--- src/epoch_seconds_to_calendar_core_assert.svh ---
// assertion macros shared by the epoch seconds to calendar rtl
// no dependencies; included by the modules that check their own logic
`ifndef EPOCH_SECONDS_TO_CALENDAR_CORE_ASSERT_SVH
`define EPOCH_SECONDS_TO_CALENDAR_CORE_ASSERT_SVH

// same-cycle implication, disabled while reset is active
`define ESC_ASSERT_IMP(lbl, clk, rst_n, ante, cons) \
  lbl: assert property (@(posedge clk) disable iff (!rst_n) (ante) |-> (cons)) \
    else $error("same-cycle check failed");

// next-cycle implication, disabled while reset is active
`define ESC_ASSERT_NXT(lbl, clk, rst_n, ante, cons) \
  lbl: assert property (@(posedge clk) disable iff (!rst_n) (ante) |=> (cons)) \
    else $error("next-cycle check failed");

`endif

--- src/esc_pkg.sv ---
// shared types, constants and the month table of the epoch to calendar block
// no dependencies; imported by the controller, the datapath and the top level
`default_nettype none

package esc_pkg;

  // calendar constants
  localparam logic [11:0] EPOCH_YEAR    = 12'd1970;
  localparam logic [31:0] SECS_PER_DAY  = 32'd86400;
  localparam logic [31:0] SECS_PER_HOUR = 32'd3600;
  localparam logic [31:0] SECS_PER_MIN  = 32'd60;
  localparam logic [31:0] DAYS_PER_WEEK = 32'd7;
  localparam logic [31:0] EPOCH_WEEKDAY = 32'd4;

  // epoch year residues for the leap rule
  localparam logic [1:0] EPOCH_MOD4   = 2'd2;
  localparam logic [6:0] EPOCH_MOD100 = 7'd70;
  localparam logic [8:0] EPOCH_MOD400 = 9'd370;

  // reciprocals for exact division by constants: q = (n * recip) >> shift
  // days: (secs >> 7) / 675, 25 bit numerator
  localparam logic [25:0] DAY_RECIP     = 26'd50903317;
  localparam int          DAY_RECIP_SH  = 35;
  // hours: time of day / 3600, 17 bit numerator
  localparam logic [17:0] HOUR_RECIP    = 18'd149131;
  localparam int          HOUR_RECIP_SH = 29;
  // minutes: seconds of the hour / 60, 12 bit numerator
  localparam logic [12:0] MIN_RECIP     = 13'd4370;
  localparam int          MIN_RECIP_SH  = 18;
  // weeks: (days + 4) / 7, 16 bit numerator
  localparam logic [16:0] WDAY_RECIP    = 17'd74899;
  localparam int          WDAY_RECIP_SH = 19;

  localparam logic [3:0] LAST_MONTH_IDX = 4'd11;

  localparam int IN_TDATA_W  = 32;
  localparam int OUT_TDATA_W = 48;

  // datapath operations
  typedef enum logic [3:0] {
    DP_NOP,
    DP_LOAD,
    DP_DAY_DIV,
    DP_DAY_SPLIT,
    DP_HOUR_DIV,
    DP_HOUR_SPLIT,
    DP_MIN_DIV,
    DP_MIN_SPLIT,
    DP_WDAY_DIV,
    DP_WDAY_SPLIT,
    DP_YEAR_STEP,
    DP_MONTH_STEP,
    DP_FINISH
  } dp_op_e;

  // controller states
  typedef enum logic [3:0] {
    ST_IDLE,
    ST_DAY_DIV,
    ST_DAY_SPLIT,
    ST_HOUR_DIV,
    ST_HOUR_SPLIT,
    ST_MIN_DIV,
    ST_MIN_SPLIT,
    ST_WDAY_DIV,
    ST_WDAY_SPLIT,
    ST_YEAR,
    ST_MONTH,
    ST_DONE
  } ctrl_state_e;

  typedef struct packed {
    dp_op_e op;
  } esc_cmd_t;

  typedef struct packed {
    logic year_fit;    // remaining days cover the whole current year
    logic month_more;  // remaining days reach the next month
    logic out_free;    // output register can take a result this cycle
  } esc_sts_t;

  // first day of month index m within the year
  function automatic logic [8:0] month_first(input logic [3:0] m, input logic leap);
    logic [8:0] d;
    case (m)
      4'd0:    d = 9'd0;
      4'd1:    d = 9'd31;
      4'd2:    d = 9'd59;
      4'd3:    d = 9'd90;
      4'd4:    d = 9'd120;
      4'd5:    d = 9'd151;
      4'd6:    d = 9'd181;
      4'd7:    d = 9'd212;
      4'd8:    d = 9'd243;
      4'd9:    d = 9'd273;
      4'd10:   d = 9'd304;
      default: d = 9'd334;
    endcase
    if (leap && (m >= 4'd2)) begin
      d = d + 9'd1;
    end
    return d;
  endfunction

endpackage

`default_nettype wire

--- src/epoch_seconds_to_calendar_core.sv ---
// from input accept to result valid the sequencer runs the divisions by constants, then
// one year step per year after 1970, one month step per month walked, a closing step for
// each walk and the write of the output register, which waits until that register is free
// the block converts one item at a time; the next item is taken once
// the result is in the output register, and a result waits there while the following
// item is converted; reset: rst_ni asynchronous active low, clears sequencer and output valid
`default_nettype none

module epoch_seconds_to_calendar_core
  import esc_pkg::*;
(
  input  logic                   clk_i,
  input  logic                   rst_ni,
  input  logic                   s_axis_tvalid,
  output logic                   s_axis_tready,
  input  logic [IN_TDATA_W-1:0]  s_axis_tdata,   // [31:0] epoch_seconds
  output logic                   m_axis_tvalid,
  input  logic                   m_axis_tready,
  output logic [OUT_TDATA_W-1:0] m_axis_tdata    // [11:0] year, [15:12] month,
                                                 // [20:16] day_of_month, [25:21] hour,
                                                 // [31:26] minute, [37:32] second,
                                                 // [40:38] weekday, [47:41] zero
);

  esc_cmd_t cmd;
  esc_sts_t sts;

  // sequencer
  esc_ctrl u_ctrl (
    .clk_i      (clk_i),
    .rst_ni     (rst_ni),
    .in_valid_i (s_axis_tvalid),
    .in_ready_o (s_axis_tready),
    .sts_i      (sts),
    .cmd_o      (cmd)
  );

  // arithmetic and output register
  esc_dpath u_dpath (
    .clk_i       (clk_i),
    .rst_ni      (rst_ni),
    .cmd_i       (cmd),
    .secs_i      (s_axis_tdata),
    .out_ready_i (m_axis_tready),
    .sts_o       (sts),
    .out_valid_o (m_axis_tvalid),
    .out_data_o  (m_axis_tdata)
  );

endmodule

`default_nettype wire

--- src/esc_ctrl.sv ---
// sequencer of the epoch to calendar block: divisions, year walk, month walk
// depends on esc_pkg; drives esc_dpath through command and status structs
`default_nettype none

module esc_ctrl
  import esc_pkg::*;
(
  input  logic     clk_i,
  input  logic     rst_ni,
  input  logic     in_valid_i,
  output logic     in_ready_o,
  input  esc_sts_t sts_i,
  output esc_cmd_t cmd_o
);

  ctrl_state_e state_q, state_d;

  // next state
  always_comb begin
    state_d = state_q;
    case (state_q)
      ST_IDLE:       if (in_valid_i) state_d = ST_DAY_DIV;
      ST_DAY_DIV:    state_d = ST_DAY_SPLIT;
      ST_DAY_SPLIT:  state_d = ST_HOUR_DIV;
      ST_HOUR_DIV:   state_d = ST_HOUR_SPLIT;
      ST_HOUR_SPLIT: state_d = ST_MIN_DIV;
      ST_MIN_DIV:    state_d = ST_MIN_SPLIT;
      ST_MIN_SPLIT:  state_d = ST_WDAY_DIV;
      ST_WDAY_DIV:   state_d = ST_WDAY_SPLIT;
      ST_WDAY_SPLIT: state_d = ST_YEAR;
      ST_YEAR:       if (!sts_i.year_fit) state_d = ST_MONTH;
      ST_MONTH:      if (!sts_i.month_more) state_d = ST_DONE;
      ST_DONE:       if (sts_i.out_free) state_d = ST_IDLE;
      default:       state_d = ST_IDLE;
    endcase
  end

  // outputs
  always_comb begin
    cmd_o.op   = DP_NOP;
    in_ready_o = 1'b0;
    case (state_q)
      ST_IDLE: begin
        in_ready_o = 1'b1;
        if (in_valid_i) cmd_o.op = DP_LOAD;
      end
      ST_DAY_DIV:    cmd_o.op = DP_DAY_DIV;
      ST_DAY_SPLIT:  cmd_o.op = DP_DAY_SPLIT;
      ST_HOUR_DIV:   cmd_o.op = DP_HOUR_DIV;
      ST_HOUR_SPLIT: cmd_o.op = DP_HOUR_SPLIT;
      ST_MIN_DIV:    cmd_o.op = DP_MIN_DIV;
      ST_MIN_SPLIT:  cmd_o.op = DP_MIN_SPLIT;
      ST_WDAY_DIV:   cmd_o.op = DP_WDAY_DIV;
      ST_WDAY_SPLIT: cmd_o.op = DP_WDAY_SPLIT;
      ST_YEAR:       cmd_o.op = DP_YEAR_STEP;
      ST_MONTH:      cmd_o.op = DP_MONTH_STEP;
      ST_DONE:       if (sts_i.out_free) cmd_o.op = DP_FINISH;
      default:       cmd_o.op = DP_NOP;
    endcase
  end

  // control registers
  always_ff @(posedge clk_i or negedge rst_ni) begin
    if (!rst_ni) begin
      state_q <= ST_IDLE;
    end else begin
      state_q <= state_d;
    end
  end

endmodule

`default_nettype wire

--- src/esc_dpath.sv ---
// datapath of the epoch to calendar block: reciprocal multiply division by constants,
// year and month walk, output register; depends on esc_pkg and the assert header
`default_nettype none

`include "epoch_seconds_to_calendar_core_assert.svh"

module esc_dpath
  import esc_pkg::*;
(
  input  logic                   clk_i,
  input  logic                   rst_ni,
  input  esc_cmd_t               cmd_i,
  input  logic [31:0]            secs_i,
  input  logic                   out_ready_i,
  output esc_sts_t               sts_o,
  output logic                   out_valid_o,
  output logic [OUT_TDATA_W-1:0] out_data_o
);

  // working registers
  logic [31:0] rem_q, rem_d;
  logic [15:0] quo_q, quo_d;
  logic [15:0] days_q, days_d;
  logic [4:0]  hour_q, hour_d;
  logic [5:0]  minute_q, minute_d;
  logic [5:0]  second_q, second_d;
  logic [2:0]  wday_q, wday_d;
  logic [11:0] year_q, year_d;
  logic [1:0]  y4_q, y4_d;
  logic [6:0]  y100_q, y100_d;
  logic [8:0]  y400_q, y400_d;
  logic [3:0]  mon_q, mon_d;

  // output register
  logic                   oval_q, oval_d;
  logic [OUT_TDATA_W-1:0] odata_q, odata_d;

  logic       leap;
  logic [8:0] year_len;
  logic [8:0] next_first;
  logic [8:0] cur_first;
  logic [4:0] dom;
  logic [3:0] month;

  // leap rule and month bounds
  assign leap       = (y4_q == 2'd0) && ((y100_q != 7'd0) || (y400_q == 9'd0));
  assign year_len   = leap ? 9'd366 : 9'd365;
  assign next_first = month_first(mon_q + 4'd1, leap);
  assign cur_first  = month_first(mon_q, leap);
  assign dom        = 5'(rem_q[8:0] - cur_first) + 5'd1;
  assign month      = mon_q + 4'd1;

  assign sts_o.year_fit   = (rem_q >= {23'd0, year_len});
  assign sts_o.month_more = (mon_q < LAST_MONTH_IDX) && (rem_q >= {23'd0, next_first});
  assign sts_o.out_free   = !oval_q || out_ready_i;

  // next values per operation
  always_comb begin
    rem_d    = rem_q;
    quo_d    = quo_q;
    days_d   = days_q;
    hour_d   = hour_q;
    minute_d = minute_q;
    second_d = second_q;
    wday_d   = wday_q;
    year_d   = year_q;
    y4_d     = y4_q;
    y100_d   = y100_q;
    y400_d   = y400_q;
    mon_d    = mon_q;
    odata_d  = odata_q;
    oval_d   = oval_q && !out_ready_i;
    case (cmd_i.op)
      DP_LOAD: begin
        rem_d = secs_i;
      end
      // days = (secs >> 7) / 675, a 25 x 26 bit product
      DP_DAY_DIV: begin
        quo_d = 16'(({26'd0, rem_q[31:7]} * {25'd0, DAY_RECIP}) >> DAY_RECIP_SH);
      end
      DP_DAY_SPLIT: begin
        days_d = quo_q;
        rem_d  = rem_q - {16'd0, quo_q} * SECS_PER_DAY;
      end
      // hour = time of day / 3600, a 17 x 18 bit product
      DP_HOUR_DIV: begin
        quo_d = 16'(({18'd0, rem_q[16:0]} * {17'd0, HOUR_RECIP}) >> HOUR_RECIP_SH);
      end
      DP_HOUR_SPLIT: begin
        hour_d = quo_q[4:0];
        rem_d  = rem_q - {27'd0, quo_q[4:0]} * SECS_PER_HOUR;
      end
      // minute = seconds of the hour / 60, a 12 x 13 bit product
      DP_MIN_DIV: begin
        quo_d = 16'(({13'd0, rem_q[11:0]} * {12'd0, MIN_RECIP}) >> MIN_RECIP_SH);
      end
      DP_MIN_SPLIT: begin
        minute_d = quo_q[5:0];
        second_d = 6'(rem_q - {26'd0, quo_q[5:0]} * SECS_PER_MIN);
        rem_d    = {16'd0, days_q} + EPOCH_WEEKDAY;
      end
      // weeks = (days + 4) / 7, a 16 x 17 bit product
      DP_WDAY_DIV: begin
        quo_d = 16'(({17'd0, rem_q[15:0]} * {16'd0, WDAY_RECIP}) >> WDAY_RECIP_SH);
      end
      DP_WDAY_SPLIT: begin
        wday_d = 3'(rem_q - {16'd0, quo_q} * DAYS_PER_WEEK);
        rem_d  = {16'd0, days_q};
        year_d = EPOCH_YEAR;
        y4_d   = EPOCH_MOD4;
        y100_d = EPOCH_MOD100;
        y400_d = EPOCH_MOD400;
        mon_d  = '0;
      end
      DP_YEAR_STEP: begin
        if (sts_o.year_fit) begin
          rem_d  = rem_q - {23'd0, year_len};
          year_d = year_q + 12'd1;
          y4_d   = y4_q + 2'd1;
          y100_d = (y100_q == 7'd99) ? 7'd0 : y100_q + 7'd1;
          y400_d = (y400_q == 9'd399) ? 9'd0 : y400_q + 9'd1;
        end
      end
      DP_MONTH_STEP: begin
        if (sts_o.month_more) mon_d = mon_q + 4'd1;
      end
      DP_FINISH: begin
        oval_d  = 1'b1;
        odata_d = {7'd0, wday_q, second_q, minute_q, hour_q, dom, month, year_q};
      end
      default: begin
        rem_d = rem_q;
      end
    endcase
  end

  // payload registers
  always_ff @(posedge clk_i) begin
    rem_q    <= rem_d;
    quo_q    <= quo_d;
    days_q   <= days_d;
    hour_q   <= hour_d;
    minute_q <= minute_d;
    second_q <= second_d;
    wday_q   <= wday_d;
    year_q   <= year_d;
    y4_q     <= y4_d;
    y100_q   <= y100_d;
    y400_q   <= y400_d;
    mon_q    <= mon_d;
    odata_q  <= odata_d;
  end

  // output valid
  always_ff @(posedge clk_i or negedge rst_ni) begin
    if (!rst_ni) begin
      oval_q <= 1'b0;
    end else begin
      oval_q <= oval_d;
    end
  end

  assign out_valid_o = oval_q;
  assign out_data_o  = odata_q;

  // a result is only written into a free output register
  `ESC_ASSERT_IMP(a_finish_free, clk_i, rst_ni, cmd_i.op == DP_FINISH, sts_o.out_free)
  // a held result has sane month, day and hour fields
  `ESC_ASSERT_IMP(a_out_range, clk_i, rst_ni, oval_q,
    (odata_q[15:12] != 4'd0) && (odata_q[15:12] <= 4'd12) &&
    (odata_q[20:16] != 5'd0) && (odata_q[25:21] <= 5'd23))
  // a whole-year subtraction advances the year by one
  `ESC_ASSERT_NXT(a_year_adv, clk_i, rst_ni,
    (cmd_i.op == DP_YEAR_STEP) && sts_o.year_fit, year_q == $past(year_q) + 12'd1)

endmodule

`default_nettype wire
--- config.mk ---
export PLATFORM = sky130hd
export DESIGN_NAME = epoch_seconds_to_calendar_core
export DESIGN_NICKNAME = d
export VERILOG_FILES = /design/src/esc_pkg.sv /design/src/epoch_seconds_to_calendar_core.sv /design/src/esc_ctrl.sv /design/src/esc_dpath.sv
export VERILOG_INCLUDE_DIRS = /design/src /design/src/src
export SDC_FILE = /design/constraint.sdc
export NUM_CORES = 2
export LEC_CHECK = 0
export BUFFER_PORTS_ARGS = -buffer_cell sky130_fd_sc_hd__buf_2
export CORE_MARGIN = 1
export CORE_UTILIZATION = 55
export CTS_BUF_LIST = sky130_fd_sc_hd__clkbuf_4
export DETAILED_ROUTE_END_ITERATION = 6
export PLACE_DENSITY = 0.79
export SYNTH_ARGS = -nofsm -noshare
export SYNTH_HDL_FRONTEND = slang
export SYNTH_SLANG_ARGS = --single-unit
--- constraint.sdc ---
create_clock -name clk_i -period 19.1 [get_ports clk_i]
set_clock_uncertainty 0.1 [all_clocks]
set_input_delay 0 -clock clk_i [delete_from_list [all_inputs] [get_ports clk_i]]
set_output_delay 0 -clock clk_i [all_outputs]
set_load 0.02 [all_outputs]
Word-level counts from Yosys, hierarchy flattened
Memory sizes are Yosys's and may differ from the RTL's. A register that Yosys moved wholly into a read port is not among the register bits.
Cells that the tools add are included.
{"block": "op_classes", "n_addsub": 15, "n_mul": 8, "magnitude_cmp": 5, "n_eq_ne": 31, "muxes": 29, "reduce_logical": 21}
{"operator": "one-hot mux 32 bit (6 select lines)", "count": 1}
{"operator": "one-hot mux 4 bit (12 select lines)", "count": 2}
{"operator": "greater-or-equal comparator 32 x 9 -> 1 bit", "count": 2}
{"operator": "one-hot mux 16 bit (4 select lines)", "count": 1}
{"operator": "multiplier 25 x 26 -> 51 bit (second input constant)", "count": 1}
{"operator": "== test 4 bit (second input constant)", "count": 9}
{"operator": "multiplier 17 x 18 -> 35 bit (second input constant)", "count": 1}
{"operator": "multiplier 16 x 17 -> 33 bit (second input constant)", "count": 1}
{"operator": "== test 4 x 3 -> 1 bit (second input constant)", "count": 8}
{"operator": "two-way mux 32 bit", "count": 1}
{"operator": "subtractor 32 x 17 -> 32 bit", "count": 1}
{"operator": "subtractor 32 bit", "count": 1}
{"operator": "subtractor 32 x 9 -> 32 bit", "count": 1}
{"operator": "two-way mux 4 bit", "count": 7}
{"operator": "two-way mux 9 bit", "count": 3}
{"operator": "multiplier 16 x 10 -> 25 bit (second input constant)", "count": 1}
{"operator": "multiplier 12 x 12 -> 24 bit (second input constant)", "count": 1}
{"operator": "one-hot mux 12 bit (2 select lines)", "count": 1}
{"operator": "adder 9 x 1 -> 9 bit (second input constant)", "count": 2}
{"operator": "one-hot mux 9 bit (2 select lines)", "count": 1}
{"operator": "adder 16 x 3 -> 17 bit (second input constant)", "count": 1}
{"operator": "== test 4 x 2 -> 1 bit (second input constant)", "count": 4}
{"operator": "multiplier 16 x 3 -> 3 bit (second input constant)", "count": 1}
{"operator": "two-way mux 7 bit", "count": 2}
{"operator": "35 further kinds", "count": 55}
{"block": "word_totals", "reg_bits": 164, "rom_bits": 288, "in_bits": 36, "out_inout_bits": 50, "wordCells": 126, "mem_count": 2}
{"name": "(name not given)", "depth": 16, "width": 9, "read_ports": 1, "rd_clocked_by_memory_dff": 1, "write_ports": 0, "line_no": "esc_pkg.sv:85", "source": "case (m)"}
{"name": "(name not given)", "depth": 16, "width": 9, "read_ports": 1, "rd_clocked_by_memory_dff": 0, "write_ports": 0, "line_no": "esc_pkg.sv:85"}

Longest topological paths before layout
{"block": "logic_depth", "ltp_word": 10, "ltp_mapped": 31, "mapped_depth_nobuf": 30}

Hierarchy
From an unflattened synthesis, not the netlist that was laid out.
{"block": "unflattened", "hier_cells": 3285, "area_unflattened_um2": 32384.8}
{"mod": "esc_dpath", "n_inst": 1, "cells_per_inst": 3251, "area_per_inst_um2": 32074.5, "seq_area_each_um2": 4899.7}
{"mod": "esc_ctrl", "n_inst": 1, "cells_per_inst": 34, "area_per_inst_um2": 310.3, "seq_area_each_um2": 100.1}

Least setup slack after synthesis
OpenSTA, ideal clock, no wires.
{"block": "synth_path", "path_type": "register -> register", "start": "register u_dpath.rem_q[9]", "end": "register u_dpath.quo_q[10], data pin", "setup_ns": 0.270, "t_arrival_ns": 6.303, "required_ns": 18.730, "slack_ns": 12.426, "path_stages_with_launch": 21, "n_path_buf": 0, "cell_sequence": "edfxtp_1 -> inv_1 -> ha_1 -> fa_1 -> inv_1 -> fa_1 -> fa_1 -> fa_1 -> fa_1 -> inv_1 -> ha_1 -> a21o_1 -> a21o_1 -> a221oi_2 -> o22ai_1 -> a2111oi_4 -> nor2b_2 -> a21o_1 -> a31oi_1 -> xor2_1 -> o22ai_1"}
{"block": "synth_via", "elab_chain_len": 2, "word_cells_on_any_way": 3, "classes_between": "2 x mul; 1 x mux"}
{"element": "start, declared", "line_no": "esc_dpath.sv:21", "source": "logic [31:0] rem_q, rem_d;"}
{"element": "start signal, assigned", "line_no": "esc_dpath.sv:139", "source": "rem_q <= rem_d;"}
{"element": "multiplier 25 x 26 -> 51 bit / multiplier 16 x 17 -> 33 bit (equally long branches)", "line_no": "esc_dpath.sv:79, esc_dpath.sv:104"}
{"element": "one-hot mux 16 bit (4 select lines) (*)", "line_no": "esc_dpath.sv:73", "source": "case (cmd_i.op)"}
{"element": "named net u_dpath.quo_d[10]", "line_no": "esc_dpath.sv:22", "source": "logic [15:0] quo_q, quo_d;"}
{"element": "end signal, assigned", "line_no": "esc_dpath.sv:140", "source": "quo_q <= quo_d;"}
{"element": "end, declared", "line_no": "esc_dpath.sv:22"}
The timed path passes the listed nets; every way through them passes the cells marked *.
A chain may end at the register's enable or synchronous reset.

Worst setup path after layout
{"block": "layout_path", "start": "register u_dpath.rem_q[15]", "end": "register u_dpath.quo_q[5], data pin"}
{"block": "layout_via", "elab_chain_len": 2, "word_cells_on_any_way": 4, "classes_between": "3 x mul; 1 x mux"}
{"element": "multiplier 25 x 26 -> 51 bit (tied with other cells)", "line_no": "esc_dpath.sv:79", "source": "quo_d = 16'(({26'd0, rem_q[31:7]} * {25'd0, DAY_RECIP}) >> DAY_RECIP_SH);"}
{"element": "one-hot mux 16 bit (4 select lines) (*)", "line_no": "esc_dpath.sv:73"}
{"element": "named net u_dpath.quo_d[5]", "line_no": "esc_dpath.sv:22"}
Marks and branches as above.

==> metrics <==
Total GRT Usage=28.4%; syn avg cell area=9.85 um^2; Initial Utilization=55.7%; Core Area=0.0577 mm^2; Area contributors post-synth=ha_1 31%, fa_1 21%, edfxtp_1 15%, inv_1 7.9%, xnor2_1 3.1%; worst hold path class=primary input to flop; hold slack=96.7 ps; TritonCTS Buffers=17; register area share after synthesis=~16%; global-route wire length before repair=132000 um; I/O pins=86; failing checks=DRC; crit start category=flop; Achievable Freq=around 140 MHz; initial DRC count=about 2100; flops & latches, synth=169; post-route DRC violation count=4; crit-path leading delay family=adder cells; min Tclk post-route=7340 ps; share of flip-flops with an asynchronous set or reset=roughly 3%; Setup Total Neg Slack=0 ps; CP max stage delay=580 ps; fin. max-slew vios=0; WP buf/inv=5; most frequent CP cell=fa_1; IO buf count=78; post-synth top area share=30.9%; routability cong.=0.989; Area after DPL=approximately 0.034 mm^2; TritonCTS clock tree=yes; via count of the first global-routing pass=about 25000; period utilization=38.4%; CTS root buffer=clkbuf_4; antenna viol nets, final=0; Setup-failing EPs final=0; Post-synth EDFFs=roughly 160; yosys warns=0; Die X=244 um; fin worst setup slack=between 10000 and 15000 ps; DP HPWL=68400 um; GR peak layer=met2; CP Data Required Time=19400 ps; DR vias=24300; peak fanout along the critical path=18; r2r setup slk=11760 ps; post-synth cell types=slightly above 80; drt wl/cell=19.9 um; unrepaired setup endpoints after global routing=false; die height=between 200 and 250 um; met3 GRT Util=3.35%; CP Data Arrival Time=approximately 7600 ps; row count=88; run status=finished with violations; Slowest cell on crit path=a2111oi_0; pin count of the biggest net entering global routing=42; commonest non-fill, non-tap cell in the layout=ha_1; area leader, netlist=ha_1; antenna violations before repair=1; # clock sinks=between 150 and 200; crit-path cells=buf_4 > inv_1 > ha_1 > inv_1 > fa_1 > fa_1 > inv_1 > fa_1 > fa_1 > fa_1 > ha_1 > a21oi_1 > inv_1 > a2111oi_0 > o211ai_1 > a211o_1 > a31o_2 > a21oi_2 > mux2i_1 > a22oi_1 > nand2_1; area delta synth->final=6.63%; crit path capture type=flop; H-Tree Depth=4; share of layout cells above drive strength 1=between 5 and 6%; TritonRoute pass-1 iters=7; grt met2 use=47.3%; die area=0.0594 mm^2; area of the mapped netlist=0.0321 mm^2; Final Hold Vio Count=0; grt met1 use=38.1%; Max Root-Sink Buffers=2; final wirelength=82900 um; via/cell ratio=5.82; Clk Latency, worst-skew pair=between 600 and 700 ps; clock transition at the registers of the reported paths=around 180 ps; Post-Syn Instances=3259; worst slew pin tran=between 1000 and 1500 ps; grt total ovfl=0; Top FF cell, synth=edfxtp_1; post-route cell area=0.0342 mm^2; commonest non-fill, non-tap cells in the layout=794 x ha_1, 674 x inv_1, 338 x fa_1, 164 x a21oi_1, 159 x edfxtp_1; nets=roughly 4600; max_slew headroom=27.9%; max_cap viols=0; post-place setup slack=11840 ps; kind of critical path=flop to flop
==> per-layer routing <==
metal | wire length, um | share of wire (%)
met4 | 2920 | 3.5
met2 | 38900 | 47
met5 | 0 | 0
met1 | 35200 | 42
met3 | 5850 | 7.1
==> metrics by stage <==
stage	utilization [%]	instances
3_5_place_dp	58.2	4098
3_3_place_gp	58.2	4098
5_1_grt	59.4	4167
4_1_cts	59.4	4166
2_1_floorplan	-	3265
6_report	59.4	4167
==> flip-flops by register name, summed over array words and instances, names as in the netlist, named ones only <==
signal,count
u_dpath.quo_q,16
u_dpath.hour_q,5
u_dpath.rem_q,32
u_dpath.wday_q,3
u_ctrl.state_q,4
u_dpath.minute_q,6
u_dpath.out_valid_o,1
u_dpath.mon_q,4
u_dpath.year_q,12
u_dpath.out_data_o,41
u_dpath.second_q,6
u_dpath.days_q,16
u_dpath.y100_q,7
u_dpath.y400_q,9
u_dpath.y4_q,2
==> repair_timing <==
| action | CTS | global route |
|---|---|---|
| resized for setup | 0 | 0 |
| hold endpoints to repair | 45 | 0 |
| buffers inserted | 0 | 0 |
| hold buffers | 36 | 0 |
==> cell type report <==
cell class              instances  area, um^2
inverters                     676        2540
multi-input cells            2377       24400
well taps                     765         957
clock buffers                  17         128
fillers                      4775       23500
clock inverters                15         191
diodes                          1        2.50
flip-flops and latches        169        5000
repair buffers                147         998
==> logic make-up after synthesis <==
kind of cell / count (synthesis) / share of synthesized area (%)
mux: 11 / 0.347
other cells: 1 / 0.0117
xor+xnor: 177 / 4.83
buf+inv: 719 / 8.49
fa+ha+maj: 1132 / 52.0
simple gates: 489 / 7.28
flops: 169 / 15.6
compound gates: 561 / 11.5
==> worst paths after layout <==
path,start,end,cells after the start
worst min register to register,u_dpath.hour_q[2],u_dpath.out_data_o[23],0
min in group asynchronous,rst_ni,u_ctrl.state_q[0],3
worst max-delay path,u_dpath.rem_q[15],u_dpath.quo_q[5],21
max in group asynchronous,rst_ni,u_dpath.out_valid_o,3
worst min-delay path,s_axis_tdata[12],u_dpath.rem_q[12],3
worst max register to register,u_dpath.rem_q[15],u_dpath.quo_q[5],21
==> tightest hold or removal path, delay by kind of cell <==
family | cells | cell delay (ps)
buffers and inverters | 2 | 630
AOI/OAI and AO/OA | 1 | 110
==> synthesized netlist by cell type (all sizes together), types with 4 or more instances <==
cell,number
o21bai,15
a31oi,24
a221oi,15
o31ai,10
nand4,27
or3,9
inv,674
o22ai,15
dfxtp,5
xnor2,112
o21ai,106
a31o,4
nor2,132
nand2b,18
a21boi,4
nand3b,5
nand3,51
a221o,6
ha,794
xor2,65
and4,5
a211oi,14
a222oi,5
a311oi,4
edfxtp,159
o221ai,9
nor4,6
a2111oi,8
nor2b,23
a21o,73
o211ai,19
a22oi,10
mux2i,10
clkbuf,34
fa,338
or2,11
buf,9
dfrtp,5
and3,22
a21oi,168
nand2,134
o21a,23
nor3,26
and2,15
Power is left out: the tool's default activity adds up to more than one toggle a clock period on the data nets, which glitch-free logic cannot reach.
